**config.mk**
```make
export PLATFORM = sky130hd
export DESIGN_NAME = tcw_ctrl
export DESIGN_NICKNAME = d
export VERILOG_FILES = /design/src/tcw_pkg.sv /design/src/tcw_ctrl.sv
export SDC_FILE = /design/constraint.sdc
export NUM_CORES = 1
export LEC_CHECK = 0
export BUFFER_PORTS_ARGS = -buffer_cell sky130_fd_sc_hd__buf_4
export CAP_MARGIN = 5
export CORE_AREA = 2 2 89 133
export CTS_BUF_LIST = sky130_fd_sc_hd__clkbuf_8
export DETAILED_ROUTE_END_ITERATION = 8
export DIE_AREA = 0 0 91 135
export PLACE_DENSITY_LB_ADDON = 0.12
export SLEW_MARGIN = 10
export SYNTH_ARGS = -nofsm -noshare
export SYNTH_HDL_FRONTEND = slang
export SYNTH_SLANG_ARGS = --single-unit
```
**constraint.sdc**
```tcl
create_clock -name clk -period 4.9 [get_ports clk]
set_input_delay 1.47 -clock clk [delete_from_list [all_inputs] [get_ports clk]]
set_output_delay 1.47 -clock clk [all_outputs]
set_load 0.02 [all_outputs]
```
**src/tcw_pkg.sv**
```systemverilog
// Shared types and constants of the text console writer.
// Depends on nothing; every other file of the block imports it.
package tcw_pkg;

    localparam logic [1:0] REQ_PUT       = 2'd0;
    localparam logic [1:0] REQ_BACKSPACE = 2'd1;
    localparam logic [1:0] REQ_CLEAR     = 2'd2;
    localparam logic [1:0] REQ_READ      = 2'd3;

    localparam logic [7:0] CH_BLANK   = 8'h20;
    localparam logic [7:0] CH_NEWLINE = 8'h0A;
    localparam logic [7:0] CH_TAB     = 8'h09;
    localparam int         TAB_STEP   = 4;

    localparam logic [7:0] ATTR_RESET = 8'd7;

    // Register index decoded from paddr[2].
    localparam logic REG_DEFAULT_ATTR = 1'b0;

    typedef struct packed {
        logic [7:0] attr;
        logic [7:0] chr;
    } cell_t;

    typedef struct packed {
        logic [1:0]  req_type;
        logic [7:0]  char_code;
        logic [10:0] cell_address;
    } cmd_t;

    typedef struct packed {
        logic [6:0] cursor_col;
        logic [4:0] cursor_row;
        logic [7:0] read_char;
        logic [7:0] read_attr;
    } rsp_t;

endpackage

```
**src/tcw_ctrl.sv**
```systemverilog
// Request sequencer: cursor update, store writes, read issue and the blanking sweep.
// Depends on tcw_pkg; drives the ports of tcw_screen_mem.
module tcw_ctrl
    import tcw_pkg::*;
#(
    parameter int COLUMNS = 80,
    parameter int ROWS    = 25,
    parameter int CELLS   = COLUMNS * ROWS,
    parameter int AW      = $clog2(CELLS)
)
(
    input  logic          clk,
    input  logic          rst_n,
    input  logic          cmd_valid,
    output logic          cmd_stall,
    input  cmd_t          cmd,
    input  logic [7:0]    default_attr,
    input  logic          res_ready,
    output logic          res_valid,
    output rsp_t          res_data,
    output logic          mem_we,
    output logic [AW-1:0] mem_waddr,
    output cell_t         mem_wdata,
    output logic          mem_re,
    output logic [AW-1:0] mem_raddr,
    input  cell_t         mem_rdata
);

    localparam int CW = $clog2(COLUMNS + TAB_STEP);
    localparam int RW = $clog2(ROWS + 1);

    typedef enum logic [1:0] {ST_SWEEP, ST_IDLE, ST_READ} state_t;

    state_t          st_reg;
    logic [AW-1:0]   sweep_addr_reg;
    logic [7:0]      blank_attr_reg;
    logic [CW-1:0]   col_reg;
    logic [RW-1:0]   row_reg;
    logic            res_valid_reg;
    rsp_t            res_data_reg;
    logic            oob_reg;

    logic            accept;
    logic            oob;
    logic [AW-1:0]   cur_idx;
    logic [CW-1:0]   col_adv;
    logic [RW-1:0]   row_adv;
    logic            put_writes;
    logic            wrap_rows;
    logic [CW-1:0]   col_fin;
    logic [RW-1:0]   row_fin;
    logic            sweep_go;
    logic            res_load;

    assign cmd_stall = (st_reg != ST_IDLE) || (res_valid_reg && !res_ready);
    assign accept    = cmd_valid && !cmd_stall;
    assign oob       = 32'(cmd.cell_address) >= 32'(CELLS);
    assign cur_idx   = AW'(AW'(row_reg) * AW'(COLUMNS) + AW'(col_reg));

    // A response is produced by every accepted request except a read, which
    // completes in the cycle after its acceptance, once the store's data is back.
    assign res_load  = (st_reg == ST_READ) || (accept && cmd.req_type != REQ_READ);

    // Cursor motion of a put: newline, tab or a printed character, then column wrap.
    always_comb
    begin
        col_adv    = col_reg;
        row_adv    = row_reg;
        put_writes = 1'b0;
        if (cmd.char_code == CH_NEWLINE)
        begin
            col_adv = '0;
            row_adv = row_reg + 1'b1;
        end
        else if (cmd.char_code == CH_TAB)
        begin
            col_adv = col_reg + CW'(TAB_STEP);
        end
        else
        begin
            col_adv    = col_reg + 1'b1;
            put_writes = 1'b1;
        end
        if (col_adv >= CW'(COLUMNS))
        begin
            col_adv = '0;
            row_adv = row_adv + 1'b1;
        end
        wrap_rows = row_adv >= RW'(ROWS);
    end

    always_comb
    begin
        col_fin  = col_reg;
        row_fin  = row_reg;
        sweep_go = 1'b0;
        unique case (cmd.req_type)
            REQ_PUT:
            begin
                if (wrap_rows)
                begin
                    col_fin  = '0;
                    row_fin  = '0;
                    sweep_go = 1'b1;
                end
                else
                begin
                    col_fin = col_adv;
                    row_fin = row_adv;
                end
            end
            REQ_BACKSPACE:
            begin
                if (col_reg != '0)
                begin
                    col_fin = col_reg - 1'b1;
                end
            end
            REQ_CLEAR:
            begin
                col_fin  = '0;
                row_fin  = '0;
                sweep_go = 1'b1;
            end
            REQ_READ:
            begin
                col_fin = col_reg;
            end
        endcase
    end

    // The sweep owns the write port; requests are held off while it runs.
    always_comb
    begin
        mem_we    = 1'b0;
        mem_waddr = cur_idx;
        mem_wdata = '{attr: default_attr, chr: cmd.char_code};
        if (st_reg == ST_SWEEP)
        begin
            mem_we    = 1'b1;
            mem_waddr = sweep_addr_reg;
            mem_wdata = '{attr: blank_attr_reg, chr: CH_BLANK};
        end
        else if (accept && cmd.req_type == REQ_PUT)
        begin
            mem_we = put_writes;
        end
        else if (accept && cmd.req_type == REQ_BACKSPACE)
        begin
            mem_we    = col_reg != '0;
            mem_waddr = cur_idx - 1'b1;
            mem_wdata = '{attr: default_attr, chr: CH_BLANK};
        end
    end

    assign mem_re    = accept && (cmd.req_type == REQ_READ) && !oob;
    assign mem_raddr = AW'(cmd.cell_address);

    always_ff @(posedge clk or negedge rst_n)
    begin
        if (!rst_n)
        begin
            st_reg         <= ST_SWEEP;
            sweep_addr_reg <= '0;
            blank_attr_reg <= ATTR_RESET;
            col_reg        <= '0;
            row_reg        <= '0;
            res_valid_reg  <= 1'b0;
            res_data_reg   <= '0;
            oob_reg        <= 1'b0;
        end
        else
        begin
            if (res_load)
            begin
                res_valid_reg <= 1'b1;
            end
            else if (res_valid_reg && res_ready)
            begin
                res_valid_reg <= 1'b0;
            end
            unique case (st_reg)
                ST_SWEEP:
                begin
                    if (sweep_addr_reg == AW'(CELLS - 1))
                    begin
                        sweep_addr_reg <= '0;
                        st_reg         <= ST_IDLE;
                    end
                    else
                    begin
                        sweep_addr_reg <= sweep_addr_reg + 1'b1;
                    end
                end
                ST_READ:
                begin
                    res_data_reg.cursor_col <= 7'(col_reg);
                    res_data_reg.cursor_row <= 5'(row_reg);
                    res_data_reg.read_char  <= oob_reg ? 8'd0 : mem_rdata.chr;
                    res_data_reg.read_attr  <= oob_reg ? 8'd0 : mem_rdata.attr;
                    st_reg                  <= ST_IDLE;
                end
                ST_IDLE:
                begin
                    if (accept)
                    begin
                        col_reg <= col_fin;
                        row_reg <= row_fin;
                        if (cmd.req_type == REQ_READ)
                        begin
                            oob_reg <= oob;
                            st_reg  <= ST_READ;
                        end
                        else
                        begin
                            res_data_reg.cursor_col <= 7'(col_fin);
                            res_data_reg.cursor_row <= 5'(row_fin);
                            res_data_reg.read_char  <= 8'd0;
                            res_data_reg.read_attr  <= 8'd0;
                        end
                        if (sweep_go)
                        begin
                            blank_attr_reg <= default_attr;
                            st_reg         <= ST_SWEEP;
                        end
                    end
                end
            endcase
        end
    end

    assign res_valid = res_valid_reg;
    assign res_data  = res_data_reg;

    a_cursor_in_range: assert property (@(posedge clk) disable iff (!rst_n)
        col_reg < CW'(COLUMNS) && row_reg < RW'(ROWS))
        else $error("cursor left the screen");

    a_clear_starts_sweep: assert property (@(posedge clk) disable iff (!rst_n)
        accept && cmd.req_type == REQ_CLEAR |=>
            st_reg == ST_SWEEP && res_valid_reg && col_reg == '0 && row_reg == '0)
        else $error("clear did not home the cursor and start the sweep");

    a_sweep_steps: assert property (@(posedge clk) disable iff (!rst_n)
        st_reg == ST_SWEEP && $past(st_reg == ST_SWEEP) && $past(rst_n) |->
            sweep_addr_reg == $past(sweep_addr_reg) + 1'b1)
        else $error("sweep skipped or repeated a cell");

    a_result_held: assert property (@(posedge clk) disable iff (!rst_n)
        res_valid_reg && !res_ready |=> res_valid_reg && $stable(res_data_reg))
        else $error("pending result lost or changed");

endmodule
```
==> reports/metrics.cfg <==
[synthesis]
synth_area_leaders=dfrtp_1, nand2_1, o21ai_0
synth_fp_nets=671
synth_top_family_by_area=simple AND/OR/NAND/NOR gates
synthFlopType=dfrtp_1
muxShareOfSynthArea_pct=1.44
yosys.area.top_type=dfrtp_1
synth_compound_area_share_pct=21.2
synth_edf_count=0
ys_seq_elements=63
synthArstFlopShare_pct=100
syn_inst=603
synthAdderAreaFrac_pct=5.18
avgSynthCellArea_um2=8.10
synth_simple_gate_area_share_pct=27.8
yosysSeqAreaShare_pct=32.4
synth.distinct_cells=68
yosys.area.top_type_share_pct=30.8
syn_area_um2=4880
synthXorXnorAreaFrac_pct=6.10
ys_warn_count=0

[clock_tree]
clk_latency_ns=0.37
cts_tree=done
postCtsHoldBufs=0
root_buffer=clkbuf_8
cts_buffers=9
htree_levels=3
path_clk_slew_ns=0.08
cts.path.max_buffers=2
cts.sinks=63

[setup_path]
arrival_ns=3.29
cp_max_fo=4
worstPathRequired_ns=3.43
critPathKind=in -> out
end_kind=primary output
critPathLaunchType=input port

[routing]
wl_met1_um=5940
dr.pass1.iters=5
dr_wl_met2_um=7600
drt-wirelength-per-cell_um=17.3
dr.max_layer_used=met4
routed_wl_um=14600
remaining_drc_errors=0
ant_nets=0
drt-vias-per-instance=5.78
drt_iter0_drc=344
num_vias=4881
met3_length_um=787

[placed_design]
port_buffers=110
dpl_worst_slack_ns=0.0833
globalplace.congestion=0.884
placedCellCount=829
post-dp-hpwl_um=10800

[floorplan]
fp.coreArea_um2=11100
die_width_um=91
io_pins=119
dieArea_um2=12300
rows=47
die_y_um=135
start_util_pct=44.2

[timing]
slew-limit-headroom_pct=23.0
setup_viol=0
fin_crit_ns=4.76
finalHoldViolations=0
finalCritPeriodShare_pct=97.2
timing.fmax_mhz=210
rsz0062_at_grt=true
clock_skew_ns=0.0143
slew_violations=0
finalWorstSetupSlack_ns=0.135
worst_slew_pin_slew_ns=1.15

[min_path]
hold_path_class=reg -> reg

[finish]
final_cell_mix=buf_4, nand2_1, dfrtp_1, o21ai_0, and3_1
largest_reg_flops=28
fin_cells=845
area_growth_pct=23.2
drive_gt1_share_pct=24.4
regArea_um2=1580
diodes=0
multi_input_area_um2=3030
final_common_cell=buf_4
fillCellCount=1096
nets=761

[power_and_ir_drop]
power.static_leakage_nw=2.84
power_density_nw_per_um2=466
worst_ir_drop_vdd_v=0.000266

[job]
max_cap_viol_count=0

[grt]
track_usage_pct=24.4
grt_max_degree=64
grt_pass1_vias=4913
grt_pass1_wl_um=24200
gr-total-overflow=0
antenna_found_initial=0

[run_status]
status=completed

-- path summary, 6_finish.rpt --
check | start | endpoint | slack (ns) | depth (start not counted)
setup reg to reg | row_reg[0]$_DFFE_PN0P_ | blank_attr_reg[1]$_DFFE_PN1P_ | 1.97 | 9
min in group asynchronous | rst_n | sweep_addr_reg[2]$_DFFE_PN0P_ | 1.22 | 1
setup / recovery | res_ready | mem_waddr[10] | 0.14 | 9
hold / removal | res_data[7]$_DFFE_PN0P_ | res_data[7]$_DFFE_PN0P_ | 0.48 | 2
hold reg to reg | res_data[7]$_DFFE_PN0P_ | res_data[7]$_DFFE_PN0P_ | 0.48 | 2
max in group asynchronous | rst_n | res_data[27]$_DFFE_PN0P_ | 3.14 | 1
-- what timing repair did --
action                     in CTS  in global routing
setup endpoints to repair       0                  2
buffers inserted                0                  0
resized for setup               0                  1
-- metrics by stage --
stage / TNS, ns / util (%) / hold slack [ns] / power, mW / area [um2]
floorplan: 0 / - / 0.473 / 1.73 / 4880
global placement: 0 / 52.5 / 0.465 / 2.31 / 5800
detailed placement: 0 / 52.5 / 0.475 / 2.33 / 5800
CTS: 0 / 54.3 / 0.494 / 2.82 / 6010
global route: -0.0526 / 54.4 / 0.516 / 3.01 / 6010
finish: 0 / 54.4 / 0.484 / 2.80 / 6010
-- critical path, stage by stage --
cell and delay (ns):
buf_4 0.08, nand2b_1 0.15, nand3_1 0.11, or2_2 0.34, or3_1 0.44, nor3b_1 0.28, xnor2_1 0.15, a21oi_1 0.08
buf_4 0.18
-- Yosys cell counts (4+ instances only) --
cell      count
dfrtp_1      60
a21oi_1      26
inv_1         9
mux2_2        4
a211oi_1      5
o22ai_1       5
nor2_1       26
nand3b_1      5
a21o_1        9
or3_1         7
a221oi_1      8
and3_1       27
o21ai_0      52
xor2_1       10
nand2b_1     14
nand4_1       8
nand2_1     108
buf_4        11
ha_1         17
a32oi_1       4
nor4_1        5
nor3_1       11
xnor2_1      24
clkbuf_1     33
or2_2         5
a31oi_1       6
o311ai_1      9
nand3_1      19
and2_1       12
buf_2         5
-- report_power, final --
| part | switching [mW] | internal (mW) | leakage, nW |
|---|---|---|---|
| Combinational | 0.894 | 0.598 | 1.94 |
| Sequential | 0.151 | 0.671 | 0.804 |
| Clock | 0.226 | 0.262 | 0.103 |
-- routing by layer --
| layer | GRT usage, % | vias to the layer above |
|---|---|---|
| met5 | 0 | - |
| met4 | 9.09 | 0 |
| met3 | 4.69 | 21 |
| met2 | 44.2 | 169 |
| met1 | 28.3 | 2341 |
| li1 | - | 2350 |
-- layout make-up --
class                           count  area share, %
Timing Repair Buffer              130           16.2
Tap cell                          147           3.06
Inverter                            9          0.562
Sequential cell                    63           26.3
Multi-Input combinational cell    480           50.4
Clock buffer                       11           2.52
Clock inverter                      5          0.957
-- logic make-up after synthesis --
group                    count (synthesis)
AND/OR/NAND/NOR                        265
AO/OA/AOI/OAI                          156
flip-flops                              63
buffers and inverters                   60
XOR/XNOR                                34
adder cells (fa/ha/maj)                 19
multiplexers                             6
Power figures use the tool's default switching activity.
